[config.mk]
export PLATFORM = sky130hd
export DESIGN_NAME = tgnc_queue
export DESIGN_NICKNAME = d
export VERILOG_FILES = /design/src/rtl/tgnc_pkg.sv /design/src/rtl/tgnc_queue.sv
export SDC_FILE = /design/constraint.sdc
export NUM_CORES = 1
export LEC_CHECK = 0
export BUFFER_PORTS_ARGS = -buffer_cell sky130_fd_sc_hd__buf_2
export CORE_MARGIN = 2
export CORE_UTILIZATION = 40
export CTS_CLUSTER_SIZE = 12
export DETAILED_ROUTE_END_ITERATION = 16
export PLACE_DENSITY = 0.75
export SKIP_LAST_GASP = 1
export SLEW_MARGIN = 10
export SYNTH_ARGS = -nofsm -noshare
export SYNTH_HDL_FRONTEND = slang
export SYNTH_SLANG_ARGS = --single-unit
[constraint.sdc]
create_clock -name clk -period 3.9 [get_ports clk]
set_clock_uncertainty 0.2 [all_clocks]
set_input_delay 0.78 -clock clk [delete_from_list [all_inputs] [get_ports clk]]
set_output_delay 0.78 -clock clk [all_outputs]
set_load 0.02 [all_outputs]
[src/rtl/tgnc_pkg.sv]
// shared types, constants and helpers for the torus grid neighbor cover block
package tgnc_pkg;

  localparam int MAX_CELLS   = 4096;
  localparam int MAX_COLUMNS = 64;
  localparam int ROW_LIMIT   = 64;

  localparam int CELL_W    = 12;
  localparam int ADDR_W    = $clog2(MAX_CELLS);
  localparam int COL_W     = $clog2(MAX_COLUMNS);
  localparam int CFG_W     = 7;
  localparam int SIZE_W    = CELL_W + 1;
  localparam int KEY_W     = CELL_W + 1;
  localparam int COUNT_W   = 4;
  localparam int NBR_MAX   = 8;
  localparam int DIV_CNT_W = $clog2(CELL_W + 1);

  localparam logic OP_WRITE = 1'b0;
  localparam logic OP_QUERY = 1'b1;

  typedef enum logic [1:0] {
    REG_COLS = 2'd0,
    REG_ROWS = 2'd1,
    REG_KING = 2'd2
  } reg_idx_t;

  typedef struct packed {
    logic              op;
    logic [CELL_W-1:0] cell_req;
    logic              mark_value;
  } in_word_t;

  typedef struct packed {
    logic [CELL_W-1:0]  neighbor_cell;
    logic               wrapped;
    logic               found;
    logic [COUNT_W-1:0] cover_count;
    logic               last;
  } out_word_t;

  // classified item handed from front to back
  typedef struct packed {
    logic              op;
    logic [CELL_W-1:0] cell_idx;
    logic              mark;
    logic              in_grid;
    logic [COL_W-1:0]  col;
    logic [CFG_W-1:0]  cols;
    logic [SIZE_W-1:0] size;
    logic              king;
  } item_t;

  function automatic logic [CFG_W-1:0] clamp_dim(input logic [CFG_W-1:0] v,
                                                 input logic [CFG_W-1:0] hi);
    logic [CFG_W-1:0] r;
    if (v == '0) r = CFG_W'(1);
    else if (v > hi) r = hi;
    else r = v;
    return r;
  endfunction

endpackage

[src/rtl/tgnc_queue.sv]
// two-entry queue of classified items between front and back
module tgnc_queue (
  input  logic            clk,
  input  logic            rst_n,
  input  logic            push,
  input  tgnc_pkg::item_t push_item,
  output logic            full,
  input  logic            pop,
  output tgnc_pkg::item_t head_item,
  output logic            empty
);
  import tgnc_pkg::*;

  item_t      ent_r [2];
  logic       wp_r, wp_nxt;
  logic       rp_r, rp_nxt;
  logic [1:0] cnt_r, cnt_nxt;
  logic       do_push, do_pop;

  assign full      = (cnt_r == 2'd2);
  assign empty     = (cnt_r == 2'd0);
  assign head_item = ent_r[rp_r];
  assign do_push   = push && !full;
  assign do_pop    = pop && !empty;

  always_comb begin
    wp_nxt  = do_push ? !wp_r : wp_r;
    rp_nxt  = do_pop ? !rp_r : rp_r;
    cnt_nxt = cnt_r + 2'(do_push) - 2'(do_pop);
  end

  always_ff @(posedge clk) begin
    if (!rst_n) begin
      wp_r  <= 1'b0;
      rp_r  <= 1'b0;
      cnt_r <= 2'd0;
    end else begin
      wp_r  <= wp_nxt;
      rp_r  <= rp_nxt;
      cnt_r <= cnt_nxt;
    end
    if (do_push) ent_r[wp_r] <= push_item;
  end

endmodule

Word level (Yosys, flattened, before mapping)
Memory sizes are Yosys's and may differ from the RTL's. A register that Yosys moved wholly into a read port is not among the register bits.
Cells that the tools add are included.
{ "word_totals": {"regBits": 4, "ram_bits": 84, "input_bits": 46, "output_inout_bits": 44, "elab_cells": 18, "memories": 1} }
{ "classes": {"n_addsub": 2, "eq_ne": 1, "mux": 4, "reduce_logical": 7} }
{ "mem_list": {"columns": ["memory", "words", "word_bits", "read_ports", "rd_ports_with_merged_regs", "write_ports", "line", "source"], "rows": [
  ["ent_r", 2, 42, 1, 1, 1, "tgnc_queue.sv:14", "item_t ent_r [2];"]
]} }
{ "ops": {"columns": ["cell", "count"], "rows": [
  ["logical NOT 1 bit", 4],
  ["2-to-1 mux 1 bit", 4],
  ["adder 2 x 1 -> 2 bit", 1],
  ["== test 2 bit, second input constant", 1],
  ["logical AND 1 bit", 2],
  ["logical NOT 2 bit", 1],
  ["subtractor 2 x 1 -> 2 bit", 1]
]} }

Depth between registers and ports, before layout
{ "logic_depth": {"depth_word": 5, "depth_mapped": 8, "ltp_nobuf": 8} }

Least setup slack after synthesis
No wires, ideal clock.
{ "synth_path": {"kind": "input port to flip-flop", "from": "input push", "to": "memory ent_r[0][0] in the netlist's numbering (enable)", "setup_ns": 0.441, "arrival_ns": 2.642, "t_required_ns": 3.259, "path_slack_ns": 0.617, "path_stages": 2, "n_path_buf": 0, "path_cell_list": "nand2_1 > nor2_1"} }
{ "synth_via": {"elab_chain_cells": 3} }
{ "synth_rtl": {"columns": ["element", "line", "source"], "rows": [
  ["start: declaration", "tgnc_queue.sv:5", "input logic push,"],
  ["logical AND 1 bit", "tgnc_queue.sv:23", "assign do_push = push && !full;"],
  ["2-to-1 mux 1 bit", "tgnc_queue.sv:42", "if (do_push) ent_r[wp_r] <= push_item;"],
  ["2-to-1 mux 1 bit (not written as such)", "tgnc_queue.sv:42", null],
  ["end: declaration", "tgnc_queue.sv:14", null]
]} }
No other way between the ends.

==> flow_metrics.py <==
metrics = {
    "status": {
        "status": "finished clean",
    },
    "setup_path": {
        "crit_buf_inv": 2,
        "crit_type": "flip-flop to output pin",
        "slowest_delay_ns": 0.77,
        "end_kind": "output pin",
        "cp.required_ns": 2.92,
        "crit_arrival_ns": 1.93,
        "path_max_fanout": 23,
        "worstPathCellList": "buf_12, mux2_2, buf_2",
        "crit_family": "flip-flops",
        "worst_setup_path_start_kind": "flip-flop",
        "critPathSlowestCell": "dfxtp_2",
        "r2r_setup_slack_ns": 1.76,
    },
    "synth": {
        "synth.ff_latch_count": 89,
        "synth_common_cells": "84 x edfxtp_1, 40 x mux2_4, 5 x dfxtp_1, 5 x nor2_1, 4 x buf_12",
        "synthCells": 158,
        "avgSynthCellArea_um2": 22.0,
        "synthMostInstantiatedCell": "edfxtp_1",
        "ys_types": 18,
        "synth-main-ff-cell": "edfxtp_1",
        "synth-edff-count": 84,
        "yosysSeqAreaShare_pct": 75.6,
        "synth_nets": 206,
        "syn_area_um2": 3470,
        "async_flop_share_pct": 0,
        "yosysTopAreaCell": "edfxtp_1",
        "yosysWarningCount": 0,
        "post-synth-top-area-fraction_pct": 72.7,
        "synth_area_leaders": "edfxtp_1 73%, mux2_4 17%, dfxtp_1 2.9%",
    },
    "cts": {
        "post_cts_resized": 0,
        "postCtsSetupRepairBufs": 0,
        "tritoncts": "yes",
        "htreeDepth": 3,
        "cts_made_buffers": 9,
        "clk_latency_ns": 0.34,
        "clock_sinks": 89,
        "clkSlewWorstSetupHoldPaths_ns": 0.08,
        "cts-root-buf": "clkbuf_8",
        "holdBufCountCts": 0,
        "clockBufferDepth": 2,
    },
    "pwr": {
        "cellPowerDensity_nw_per_um2": 692,
        "leakage_uw": 0.00167,
        "seqPwrFrac_pct": 45.4,
        "p_switching_uw": 889,
        "p_clk_share_pct": 22.9,
        "internal_power_uw": 2030,
        "swShare_pct": 30.5,
        "power_frac_comb_pct": 31.8,
        "irDropWorstVdd_uv": 399,
        "total_power_uw": 2920,
    },
    "routing": {
        "dr_wl_met2_um": 2970,
        "drt-wirelength-per-cell_um": 15.6,
        "wl_um": 5700,
        "vias_per_cell": 4.65,
        "drt-met1-wl_um": 2220,
        "drt_first_pass_iters": 4,
        "wl_met3_um": 418,
        "ant_nets": 0,
        "drc_errors": 0,
        "dr_total_vias": 1701,
        "initialDrtViolationCount": 27,
        "highest_layer": "met5",
    },
    "flow_run": {
        "cap_violations": 0,
    },
    "sta": {
        "hold_viol_final": 0,
        "fmax_ghz": 0.343,
        "drv_slew": 0,
        "period_share_pct": 74.7,
        "rsz0062_at_grt": "false",
        "finalCriticalPeriod_ns": 2.91,
        "setup_violations": 0,
        "slew_headroom_pct": 32.5,
        "tns_ns": 0,
        "worst_slew_pin_slew_ns": 1.01,
    },
    "placed_design": {
        "gp_congestion": 0.644,
        "place_area_um2": 4000,
        "dp_hpwl_um": 3850,
        "port_buffers": 89,
    },
    "floorplan": {
        "boundaryPins": 90,
        "rows": 33,
        "coreArea_um2": 8300,
        "start_util_pct": 41.8,
        "die_h_um": 97.2,
        "die_w_um": 97.2,
        "die-area_um2": 9440,
    },
    "layout": {
        "diodes": 0,
        "drive_gt1_share_pct": 57.9,
        "design_area_um2": 4210,
        "fillers": 717,
        "fin_nets": 304,
        "area_delta_synth_final_pct": 21.4,
    },
    "global_routing": {
        "grt_max_degree": 43,
        "grtUsageTotal_pct": 11.9,
        "gr-total-overflow": 0,
        "grt_pass1_vias": 1792,
        "antenna_found_initial": 1,
        "grt_pass1_wl_um": 8540,
    },
    "worst_hold_path": {
        "worst_hold_path_type": "flip-flop to flip-flop",
    },
}
[flip-flops by register name, summed over array words and instances, names as in the netlist, named ones only]
register and cells:
cnt_r 2, ent_r 84, rp_r 1, wp_r 1
[final timing paths]
| path | depth (start not counted) | start | end |
|---|---|---|---|
| worst max-delay path | 3 | flip-flop | head_item[0] |
| worst min-delay path | 2 | wp_r$_SDFFE_PN0P_ | wp_r$_SDFFE_PN0P_ |
| worst max register to register | 4 | cnt_r[0]$_SDFF_PN0_ | ent_r[0][15]$_DFFE_PP_ |
| worst min register to register | 2 | wp_r$_SDFFE_PN0P_ | wp_r$_SDFFE_PN0P_ |
[power by group through the flow]
stage               sequential (µW)  combinational [µW]  clock (µW)
floorplan                      1290                 775           0
global placement               1340                 927           0
detailed placement             1350                 944           0
CTS                            1330                 944         682
global route                   1340                 986         719
finish                         1320                 926         666
[stage by stage]
stage               std cells  util, %  hold slack [ns]  setup WS, ns
floorplan                 158        -            0.255         0.617
global placement          350     48.2            0.296          1.34
detailed placement        350     48.2            0.315          1.33
CTS                       366     50.8            0.327         0.927
global route              366     50.8            0.356         0.883
finish                    366     50.8            0.325         0.987
[worst reg2reg max path: stages (launching register included)]
cell      delay, ns
dfxtp_1        0.38
nand2b_1       0.16
nand2_1        0.15
nor2_4         0.60
buf_4          0.35
[cell usage in the layout (no fill, tap or decap), types with 2 or more instances in the layout]
| cell type | count |
|---|---|
| buf_2 | 89 |
| edfxtp_1 | 84 |
| mux2_4 | 40 |
| clkbuf_8 | 9 |
| nor2_1 | 4 |
| dfxtp_1 | 4 |
| inv_1 | 3 |
| nand2b_1 | 2 |
| mux2_2 | 2 |
| nand2_1 | 2 |
| and2_1 | 2 |
| ha_1 | 2 |
| clkinvlp_4 | 2 |
| clkbuf_1 | 2 |
| bufinv_16 | 2 |
| buf_4 | 2 |
[logic make-up after synthesis]
family,share of synthesized area [%]
xor gates and xnor gates,0.505
buffers and inverters,2.96
AOI/OAI and AO/OA,0.216
muxes,18.2
and+or+nand+nor,1.80
DFF,75.6
adders and majority gates,0.721
[area by class of cell]
| type | count | area, µm² | share of cell area, % |
|---|---|---|---|
| multi-input cells | 61 | 754 | 17.9 |
| flip-flops and latches | 89 | 2620 | 62.3 |
| repair buffers | 92 | 480 | 11.4 |
| clock buffers | 11 | 131 | 3.12 |
| well taps | 105 | 131 | 3.12 |
| clock inverters | 5 | 80.1 | 1.90 |
| inverters | 3 | 11.3 | 0.267 |
[layer usage]
layer | track usage (%) | vias to the layer above
met2 | 20.8 | 60
li1 | - | 801
met5 | 0 | -
met1 | 12.4 | 828
met3 | 4.32 | 10
met4 | 6.18 | 2
Power figures use the tool's default switching activity.
