`src/rtl/tgnc_pkg.sv`:
```
// shared types, constants and helpers for the torus grid neighbor cover block
package tgnc_pkg;

  localparam int MAX_CELLS   = 4096;
  localparam int MAX_COLUMNS = 64;
  localparam int ROW_LIMIT   = 64;

  localparam int CELL_W    = 12;
  localparam int ADDR_W    = $clog2(MAX_CELLS);
  localparam int COL_W     = $clog2(MAX_COLUMNS);
  localparam int CFG_W     = 7;
  localparam int SIZE_W    = CELL_W + 1;
  localparam int KEY_W     = CELL_W + 1;
  localparam int COUNT_W   = 4;
  localparam int NBR_MAX   = 8;
  localparam int DIV_CNT_W = $clog2(CELL_W + 1);

  localparam logic OP_WRITE = 1'b0;
  localparam logic OP_QUERY = 1'b1;

  typedef enum logic [1:0] {
    REG_COLS = 2'd0,
    REG_ROWS = 2'd1,
    REG_KING = 2'd2
  } reg_idx_t;

  typedef struct packed {
    logic              op;
    logic [CELL_W-1:0] cell_req;
    logic              mark_value;
  } in_word_t;

  typedef struct packed {
    logic [CELL_W-1:0]  neighbor_cell;
    logic               wrapped;
    logic               found;
    logic [COUNT_W-1:0] cover_count;
    logic               last;
  } out_word_t;

  // classified item handed from front to back
  typedef struct packed {
    logic              op;
    logic [CELL_W-1:0] cell_idx;
    logic              mark;
    logic              in_grid;
    logic [COL_W-1:0]  col;
    logic [CFG_W-1:0]  cols;
    logic [SIZE_W-1:0] size;
    logic              king;
  } item_t;

  function automatic logic [CFG_W-1:0] clamp_dim(input logic [CFG_W-1:0] v,
                                                 input logic [CFG_W-1:0] hi);
    logic [CFG_W-1:0] r;
    if (v == '0) r = CFG_W'(1);
    else if (v > hi) r = hi;
    else r = v;
    return r;
  endfunction

endpackage

```
`src/rtl/tgnc_front.sv`:
```
// front end: accepts words, finds the column of a queried cell by serial division
module tgnc_front (
  input  logic                           clk,
  input  logic                           rst_n,
  input  logic                           push,
  input  tgnc_pkg::in_word_t             in_word,
  output logic                           full,
  input  logic                           hold_off,
  input  logic [tgnc_pkg::CFG_W-1:0]     cols,
  input  logic [tgnc_pkg::CFG_W-1:0]     rows,
  input  logic                           king,
  output logic                           q_push,
  output tgnc_pkg::item_t                q_item,
  input  logic                           q_full
);
  import tgnc_pkg::*;

  typedef enum logic [1:0] {F_IDLE, F_DIV, F_HOLD} fstate_t;

  fstate_t              state_r, state_nxt;
  item_t                item_r, item_nxt;
  logic [CELL_W-1:0]    div_r, div_nxt;
  logic [COL_W:0]       rem_r, rem_nxt;
  logic [DIV_CNT_W-1:0] cnt_r, cnt_nxt;
  logic [SIZE_W-1:0]    size_c;
  logic [2*CFG_W-1:0]   prod;
  logic [COL_W:0]       trial;

  assign prod   = cols * rows;
  assign size_c = prod[SIZE_W-1:0];
  assign full   = (state_r != F_IDLE) || hold_off;
  assign trial  = {rem_r[COL_W-1:0], div_r[CELL_W-1]};

  always_comb begin
    q_item     = item_r;
    q_item.col = rem_r[COL_W-1:0];
    q_push     = (state_r == F_HOLD) && !q_full;
  end

  always_comb begin
    state_nxt = state_r;
    item_nxt  = item_r;
    div_nxt   = div_r;
    rem_nxt   = rem_r;
    cnt_nxt   = cnt_r;
    unique case (state_r)
      F_IDLE: begin
        if (push && !hold_off) begin
          item_nxt.op       = in_word.op;
          item_nxt.cell_idx = in_word.cell_req;
          item_nxt.mark     = in_word.mark_value;
          item_nxt.in_grid  = {1'b0, in_word.cell_req} < size_c;
          item_nxt.col      = '0;
          item_nxt.cols     = cols;
          item_nxt.size     = size_c;
          item_nxt.king     = king;
          div_nxt           = in_word.cell_req;
          rem_nxt           = '0;
          cnt_nxt           = DIV_CNT_W'(CELL_W);
          state_nxt         = (in_word.op == OP_QUERY) ? F_DIV : F_HOLD;
        end
      end
      F_DIV: begin
        rem_nxt = (trial >= cols) ? trial - cols : trial;
        div_nxt = {div_r[CELL_W-2:0], 1'b0};
        cnt_nxt = cnt_r - DIV_CNT_W'(1);
        if (cnt_r == DIV_CNT_W'(1)) state_nxt = F_HOLD;
      end
      F_HOLD: begin
        if (!q_full) state_nxt = F_IDLE;
      end
      default: state_nxt = F_IDLE;
    endcase
  end

  always_ff @(posedge clk) begin
    if (!rst_n) begin
      state_r <= F_IDLE;
    end else begin
      state_r <= state_nxt;
    end
    item_r <= item_nxt;
    div_r  <= div_nxt;
    rem_r  <= rem_nxt;
    cnt_r  <= cnt_nxt;
  end

endmodule

```
`config.mk`:
```
export PLATFORM = sky130hd
export DESIGN_NAME = tgnc_front
export DESIGN_NICKNAME = d
export VERILOG_FILES = /design/src/rtl/tgnc_pkg.sv /design/src/rtl/tgnc_front.sv
export SDC_FILE = /design/constraint.sdc
export NUM_CORES = 1
export LEC_CHECK = 0
export BUFFER_PORTS_ARGS = -buffer_cell sky130_fd_sc_hd__buf_2
export CORE_MARGIN = 4
export CORE_UTILIZATION = 50
export DETAILED_ROUTE_END_ITERATION = 8
export GPL_ROUTABILITY_DRIVEN = 0
export PLACE_DENSITY = 0.73
export SLEW_MARGIN = 20
export SYNTH_ARGS = -nofsm -noshare
export SYNTH_HDL_FRONTEND = slang
export SYNTH_SLANG_ARGS = --single-unit
```
`constraint.sdc`:
```
create_clock -name clk -period 11.1 [get_ports clk]
set_input_delay 2.22 -clock clk [delete_from_list [all_inputs] [get_ports clk]]
set_output_delay 2.22 -clock clk [all_outputs]
set_load 0.01 [all_outputs]
```
# Word level (Yosys, flattened, before mapping)

Cells that the tools add are included.

Register bits: 60
Bits of input ports: 34
Output and inout port bits: 44

Add/sub/neg operators: 2
Multipliers: 1
$lt $le $gt $ge: 2
Equality and inequality tests: 6
Mux-type cells: 12
Reductions and logical operators: 11

Operators with widths:

| cell                                                                | number |
|---|---|
| 12-bit one-hot mux with 2 select lines                              | 1 |
| 12-bit by 13-bit < comparator with 1-bit output                     | 1 |
| 7-bit by 7-bit multiplier with 13-bit output                        | 1 |
| 12-bit 2-to-1 mux                                                   | 1 |
| 6-bit 2-to-1 mux                                                    | 2 |
| 6-bit one-hot mux with 2 select lines                               | 1 |
| 2-bit 2-to-1 mux                                                    | 4 |
| 4-bit one-hot mux with 2 select lines                               | 1 |
| 7-bit >= comparator                                                 | 1 |
| 2-bit != test (second input constant)                               | 3 |
| 2-bit one-hot mux with 3 select lines                               | 1 |
| 6-bit subtractor                                                    | 1 |
| 4-bit by 1-bit == test with 1-bit output (second input constant)    | 1 |
| 4-bit 2-to-1 mux                                                    | 1 |
| 2-bit AND reduction                                                 | 2 |
| 2-bit nonzero test                                                  | 2 |
| 4-bit by 1-bit subtractor with 4-bit output (second input constant) | 1 |
| 3-bit AND reduction                                                 | 1 |
| 2-bit by 1-bit == test with 1-bit output (second input constant)    | 1 |
| 2-bit == test (second input constant)                               | 1 |
| 1-bit logical AND                                                   | 2 |
| 1-bit zero test                                                     | 2 |
| 2-bit zero test                                                     | 1 |
| 1-bit logical OR                                                    | 1 |

# Longest topological paths before layout

Gate-level depths: netlist of the first run.

Word-level depth: 4
Mapped depth: 20
Depth with buffers taken out: 20

# Worst setup path before layout of the first run

OpenSTA, ideal clock, no wires.

Path kind: input to register
Start point: in cols[3] in the netlist's numbering
End point: reg item_r, in the netlist q_item[27], data pin
Arrival time: 6441 ps
Required time: 10846 ps
Setup slack: 4406 ps
Cell stages on the path: 18
Buffers on the path: 0
Path through: and2_1 fa_1 inv_1 fa_1 inv_1 fa_1 inv_1 fa_1 inv_1 ha_1 or3_1 or2_1 a41o_1 a21o_1 xnor2_1 ha_1 o2111ai_1 a21o_1

Cells in the longest elaborated chain, start to end: 2

Ends and longest elaborated chain:

| what                                            | line             | text |
|---|---|---|
| from (decl)                                     | tgnc_front.sv:9  | `input logic [tgnc_pkg::CFG_W-1:0] cols,` |
| 7-bit by 7-bit multiplier with 13-bit output    | tgnc_front.sv:29 | `assign prod = cols * rows;` |
| 12-bit by 13-bit < comparator with 1-bit output | tgnc_front.sv:52 | `item_nxt.in_grid = {1'b0, in_word.cell_req} < size_c;` |
| to (signal assigned)                            | tgnc_front.sv:82 | `item_r <= item_nxt;` |
| to (decl)                                       | tgnc_front.sv:21 | `item_t item_r, item_nxt;` |

Every way passes these cells.
A chain may end at the register's enable or synchronous reset.

# Final worst setup path of the first run

Ends and elaborated chain as after synthesis.

==> flow_metrics.py, run 1 <==
metrics = {
    "worst_setup_path": {
        "endpoint_kind": "flip-flop",
        "regToRegStartpoint": "rem_r[0]",
        "worstPathArrival_ns": 6.75,
        "ff2ff_path_depth": 7,
        "reg2reg_slack_ns": 8.71,
        "reg2reg_to": "rem_r[0]",
        "critical_path_class": "in -> reg",
        "worstPathRequired_ns": 11.20,
        "crit_path_start_kind": "primary input",
        "critPathMaxFanout": 9,
    },
    "place": {
        "portBuffers": 77,
        "placed_area_um2": 4730,
        "place_hpwl_um": 6650,
        "place_inst": 557,
    },
    "cts": {
        "cts_tree": "done",
        "cts.repair.resized": 0,
        "post_cts_buffers": 0,
        "cts_max_path_buffers": 2,
        "insertion_delay_ns": 0.34,
        "clock-sinks": 60,
        "root_buffer": "clkbuf_8",
        "ctsHoldBuffers": 0,
        "htree_levels": 3,
        "numCtsBuffers": 9,
        "clkSlewWorstSetupHoldPaths_ns": 0.06,
    },
    "final_layout": {
        "fin_nets": 571,
        "layout-drive-gt1-share_pct": 20.5,
        "fill_cells": 678,
        "stdcell_area_um2": 4940,
        "diodes": 0,
        "area_delta_synth_final_pct": 17.5,
        "instances_no_fill": 573,
    },
    "route": {
        "finalWirelength_um": 8430,
        "post_drt_via_cell_ratio": 5.25,
        "vias": 3010,
        "ant_nets": 0,
        "dr.pass1.iters": 4,
        "initialDrtViolationCount": 133,
        "drc": 0,
        "wl_per_cell_um": 14.7,
    },
    "logic_synthesis": {
        "ys_ff_latch": 60,
        "syn_area_per_cell_um2": 11.1,
        "syn_nets": 486,
        "netlist_area_um2": 4200,
        "yosysUniqueCellTypes": 37,
        "yosys_warnings": 0,
        "synthCells": 378,
        "ys_seq_area_share_pct": 42.4,
    },
    "sta": {
        "slew_viol_final": 0,
        "skew_ns": 0.00522,
        "rsz0062_at_grt": "no",
        "min_period_ns": 6.66,
        "fmax_ghz": 0.150,
        "setup_violations": 0,
        "hold_viol": 0,
        "post-route-period-util_pct": 60.0,
        "setup_tns_ns": 0,
        "worst_pin_slew_ns": 0.779,
        "relSlewSlack_pct": 48.0,
    },
    "power_and_ir_drop": {
        "finalPower_mw": 0.820,
        "leakage_nw": 2.28,
        "powerDensity_nw_per_um2": 166,
        "ir_drop_mv": 0.0639,
    },
    "global_routing": {
        "grt_pass1_wl_um": 14500,
        "antenna_found_initial": 0,
        "grt_pass1_vias": 3060,
        "grt_overflow_total": 0,
        "track_usage_pct": 18.5,
        "grt_max_degree": 30,
    },
    "worst_hold_path": {
        "hold_path_depth": 2,
        "worstHoldPathType": "reg -> reg",
        "hp-start": "div_r[4]",
        "hold_end": "div_r[5]",
    },
    "floorplan": {
        "rows": 33,
        "initial_core_util_pct": 51.2,
        "die_area_um2": 9940,
        "fp.dieH_um": 99.7,
        "die_w_um": 99.7,
        "io_pins": 78,
        "core_area_um2": 8220,
    },
    "run_status": {
        "status": "finished clean",
    },
    "run": {
        "max_cap_violations": 0,
    },
}
[through the flow]
step	hold WS (ns)	util (%)	setup slack [ns]
after floorplan	0.484	-	4.41
after global placement	0.499	57.5	4.15
after detailed placement	0.501	57.6	4.06
after CTS	0.518	60.1	4.45
after global routing	0.531	60.1	4.19
final	0.516	60.1	4.44
[worst max path at each step]
stage               cells past startpoint  slack (ns)         end  startpoint
floorplan                              18        4.41  q_item[27]     cols[3]
global placement                       19        4.15  q_item[27]     cols[3]
detailed placement                     19        4.06  q_item[27]     cols[3]
CTS                                    19        4.45  q_item[27]     cols[3]
global route                           19        4.19  q_item[27]     cols[3]
finish                                 19        4.44  q_item[27]     cols[3]
[worst max-delay path: stages]
cell and delay (ns):
buf_2 0.14, and2_1 0.18, fa_1 0.54, inv_1 0.05, fa_1 0.48, inv_1 0.05
fa_1 0.53, inv_1 0.05, fa_1 0.53, inv_1 0.04, ha_1 0.20, or3_1 0.38
or2_1 0.24, a41o_1 0.24, a21o_1 0.20, xnor2_1 0.13, ha_1 0.29, o2111ai_1 0.09
a21o_1 0.16
[layout make-up]
cell class	count	area, um^2	area share [%]
tap	105	131	2.66
timing repair buffer	78	393	7.95
inverter	39	146	2.96
sequential	60	1780	36.1
clock inverter	5	76.3	1.55
clock buffer	11	131	2.66
multi-input combinational	275	2280	46.1
[where the power goes]
group | switching [mW] | leakage, nW | internal, mW | total (mW)
clock network | 0.0860 | 0.101 | 0.125 | 0.211
logic | 0.180 | 1.62 | 0.139 | 0.319
registers | 0.00669 | 0.558 | 0.283 | 0.289
[logic make-up after synthesis]
family,count (synthesis),synth area share (%)
and+or+nand+nor,130,15.5
adders and majority gates,74,26.3
DFF,60,42.4
AOI/OAI and AO/OA,49,7.32
buffers and inverters,43,3.84
xor gates and xnor gates,19,3.96
muxes,3,0.714
[state kept, by name, summed over array words and instances, names as in the netlist]
register,flops
cnt_r,4
div_r,12
q_item,36
rem_r,6
state_r,2
[synth_stat cells, drive strengths merged]
cell,number,area share (%)
nor2b,3,0.62
nor3b,3,0.54
o211ai,1,0.18
or3,2,0.30
nand4,2,0.30
a41o,1,0.24
xor2,5,1.0
nand3,1,0.12
inv,39,3.5
o2111ai,1,0.21
o31a,3,0.63
o21a,3,0.54
nor3,3,0.36
fa,24,11
ha,50,15
or2,1,0.15
nand3b,1,0.18
xnor2,14,2.9
a211oi,1,0.18
o22ai,1,0.15
o41ai,2,0.42
a21o,4,0.71
o21bai,3,0.54
nor2,15,1.5
clkbuf,4,0.36
a21oi,16,1.9
o31ai,1,0.18
o21ai,11,1.3
mux2i,3,0.71
dfxtp,2,0.95
a31oi,1,0.15
and2,39,5.8
nand2b,4,0.60
nand2,56,5.0
edfxtp,58,41
[placed cells by master (no fill, tap or decap), types with 3 or more instances in the layout]
| cell | n |
|---|---|
| buf_2 | 77 |
| edfxtp_1 | 58 |
| nand2_1 | 56 |
| ha_1 | 50 |
| and2_1 | 39 |
| inv_1 | 39 |
| fa_1 | 24 |
| a21oi_1 | 15 |
| xnor2_1 | 14 |
| nor2_1 | 13 |
| o21ai_0 | 11 |
| clkbuf_8 | 9 |
| xor2_1 | 5 |
| nand2b_1 | 4 |
| a21o_1 | 4 |
| o21bai_1 | 3 |
| nor3b_1 | 3 |
| o21a_1 | 3 |
| o31a_1 | 3 |
| mux2i_1 | 3 |
[layer usage]
| layer | up-vias | global-route usage [%] | part of all wire [%] |
|---|---|---|---|
| met2 | 88 | 28.5 | 46 |
| met4 | 0 | 6.93 | 1.8 |
| met5 | - | 0 | 0 |
| met3 | 13 | 4.21 | 5.7 |
| li1 | 1467 | - | - |
| met1 | 1442 | 25.6 | 46 |
No activity file was read; power rests on OpenSTA's default activity.
==> run 2, diff against run 1 <==
--- a/config.mk
+++ b/config.mk
@@ -5,12 +5,13 @@
 export SDC_FILE = /design/constraint.sdc
 export NUM_CORES = 1
 export LEC_CHECK = 0
+export ABC_AREA = 1
 export BUFFER_PORTS_ARGS = -buffer_cell sky130_fd_sc_hd__buf_2
 export CORE_MARGIN = 4
 export CORE_UTILIZATION = 50
 export DETAILED_ROUTE_END_ITERATION = 8
 export GPL_ROUTABILITY_DRIVEN = 0
-export PLACE_DENSITY = 0.73
+export PLACE_DENSITY = 0.72
 export SLEW_MARGIN = 20
 export SYNTH_ARGS = -nofsm -noshare
 export SYNTH_HDL_FRONTEND = slang
==> constraint.sdc (replaced) <==
create_clock -name clk -period 6.84 [get_ports clk]
set_input_delay 1.368 -clock clk [delete_from_list [all_inputs] [get_ports clk]]
set_output_delay 1.368 -clock clk [all_outputs]
set_load 0.01 [all_outputs]
==> flow_metrics.py, run 2 <==
metrics = {
    "sta": {
        "fmax_ghz": 0.181,
        "slew_viol_final": 0,
        "rsz0062_at_grt": "no",
        "setup_tns_ns": 0,
        "post-route-period-util_pct": 80.8,
        "skew_ns": 0.00649,
        "worst_pin_slew_ns": 0.494,
        "min_period_ns": 5.53,
        "hold_viol": 0,
        "setup_violations": 0,
        "relSlewSlack_pct": 67.1,
    },
    "cts": {
        "root_buffer": "clkbuf_8",
        "numCtsBuffers": 9,
        "cts_max_path_buffers": 2,
        "insertion_delay_ns": 0.34,
        "clock-sinks": 60,
        "post_cts_buffers": 0,
        "cts_tree": "done",
        "ctsHoldBuffers": 0,
        "htree_levels": 3,
        "cts.repair.resized": 0,
        "clkSlewWorstSetupHoldPaths_ns": 0.07,
    },
    "global_routing": {
        "grt_pass1_vias": 3528,
        "grt_max_degree": 37,
        "track_usage_pct": 18.3,
        "antenna_found_initial": 0,
        "grt_overflow_total": 0,
        "grt_pass1_wl_um": 16200,
    },
    "worst_setup_path": {
        "critical_path_class": "in -> reg",
        "crit_path_start_kind": "primary input",
        "endpoint_kind": "flip-flop",
        "worstPathRequired_ns": 6.94,
        "critPathMaxFanout": 10,
        "worstPathArrival_ns": 5.63,
        "ff2ff_path_depth": 7,
    },
    "route": {
        "dr_wl_met2_um": 4700,
        "wl_met3_um": 627,
        "wl_per_cell_um": 13.3,
        "finalWirelength_um": 9690,
        "initialDrtViolationCount": 240,
        "drc": 0,
        "drt-met1-wl_um": 4220,
        "dr.pass1.iters": 6,
        "vias": 3659,
        "post_drt_via_cell_ratio": 5.02,
        "ant_nets": 0,
        "top_layer": "met4",
    },
    "floorplan": {
        "initial_core_util_pct": 52.0,
        "fp.dieH_um": 104,
        "die_w_um": 104,
        "rows": 34,
        "core_area_um2": 8850,
        "io_pins": 78,
        "die_area_um2": 10800,
    },
    "logic_synthesis": {
        "synth_async_sr_flop_share_pct": 0,
        "ys_top_cells_by_area": "edfxtp_1, nand2_1, ha_1",
        "syn_area_per_cell_um2": 8.57,
        "ys_ff_latch": 60,
        "synth_ff_type": "edfxtp_1",
        "yosysTopAreaCell": "edfxtp_1",
        "synth-edff-count": 58,
        "synthCells": 537,
        "syn_nets": 645,
        "ys_seq_area_share_pct": 38.7,
        "yosys-top-cells-count": "nand2_1, inv_1, edfxtp_1, ha_1, nor2_1",
        "yosys_warnings": 0,
        "yosysMostFrequentCell": "nand2_1",
        "netlist_area_um2": 4600,
        "yosysUniqueCellTypes": 32,
        "synth_top_area_share_pct": 37.9,
    },
    "place": {
        "place_hpwl_um": 7520,
        "placed_area_um2": 5090,
        "portBuffers": 77,
    },
    "final_layout": {
        "layout-drive-gt1-share_pct": 17.2,
        "final_cell_mix": "nand2_1, inv_1, buf_2",
        "fill_cells": 780,
        "layout_commonest_cell": "nand2_1",
        "stdcell_area_um2": 5280,
        "diodes": 0,
        "fin_nets": 724,
        "largest_reg_flops": 36,
        "area_delta_synth_final_pct": 14.8,
    },
    "power_and_ir_drop": {
        "leakage_nw": 2.95,
        "ir_drop_mv": 0.108,
        "powerDensity_nw_per_um2": 281,
    },
    "run": {
        "max_cap_violations": 0,
    },
    "worst_hold_path": {
        "hold_path_depth": 2,
        "worstHoldPathType": "reg -> reg",
    },
    "run_status": {
        "status": "finished clean",
    },
}
[run 2: cell count changes after synthesis, moves of 4 or more]
| cell | delta |
|---|---|
| a21oi_1 | -6 |
| and2_1 | -38 |
| buf_2 | +4 |
| inv_1 | +72 |
| nand2_1 | +125 |
| nand2b_1 | -4 |
| nand3_1 | +17 |
| nand4_1 | +4 |
| nor2_1 | +16 |
| o21ai_0 | -7 |
| xnor2_1 | -10 |
[run 2: path summary, 6_finish.rpt]
check	startpoint	end	slack (ns)
min	div_r[9]	div_r[10]	0.53
max	cols[1]	q_item[27]	1.31
min reg2reg	div_r[9]	div_r[10]	0.53
max reg2reg	rem_r[3]	rem_r[4]	4.97
[run 2: power by group]
part | internal (mW) | switching, mW
Clock | 0.168 | 0.146
Sequential | 0.477 | 0.0163
Combinational | 0.263 | 0.415
[run 2: worst max-delay path, cell delays in order]
cell     delay (ns)
buf_2          0.21
nand2_1        0.11
fa_1           0.50
fa_1           0.55
inv_1          0.05
fa_1           0.53
inv_1          0.05
fa_1           0.52
inv_1          0.04
ha_1           0.33
nand2_1        0.13
inv_1          0.06
nand2_1        0.09
nand3_2        0.13
a21oi_2        0.19
inv_1          0.08
nand2_1        0.06
nand2_1        0.05
ha_1           0.28
and3_1         0.15
nand2_1        0.05
nand2_1        0.05
nand2_1        0.04
[run 2: layout make-up]
class	instances	area, um^2	area share, %
well taps	108	135	2.56
flip-flops and latches	60	1780	33.7
repair buffers	80	408	7.73
clock buffers	10	128	2.42
inverters	112	420	7.96
clock inverters	6	65.1	1.23
multi-input cells	353	2340	44.4
[run 2: cell families (layout without fill, tap and decap cells)]
kind of cell	count (synthesis)	after routing	share of synthesized area (%)
AOI/OAI and AO/OA	23	23	2.99
xor gates and xnor gates	10	10	2.07
adders and majority gates	74	74	24.0
buffers and inverters	124	208	10.6
DFF	60	60	38.7
and+or+nand+nor	246	246	21.6
[run 2: metrics by stage]
| stage | hold WS [ns] | setup slack [ns] | total power, mW | cells | utilization [%] |
|---|---|---|---|---|---|
| after floorplan | 0.494 | 1.17 | 1.01 | 537 | - |
| after global placement | 0.504 | 1.05 | 1.15 | 713 | 57.5 |
| after detailed placement | 0.510 | 0.937 | 1.18 | 713 | 57.5 |
| after CTS | 0.529 | 1.31 | 1.50 | 729 | 59.7 |
| after global routing | 0.532 | 1.00 | 1.61 | 729 | 59.7 |
| final | 0.526 | 1.31 | 1.49 | 729 | 59.7 |
[run 2: layer usage]
layer,track usage (%),vias up
met4,6.74,0
met2,30.2,120
li1,-,1822
met3,3.85,14
met1,23.9,1703
met5,0,-
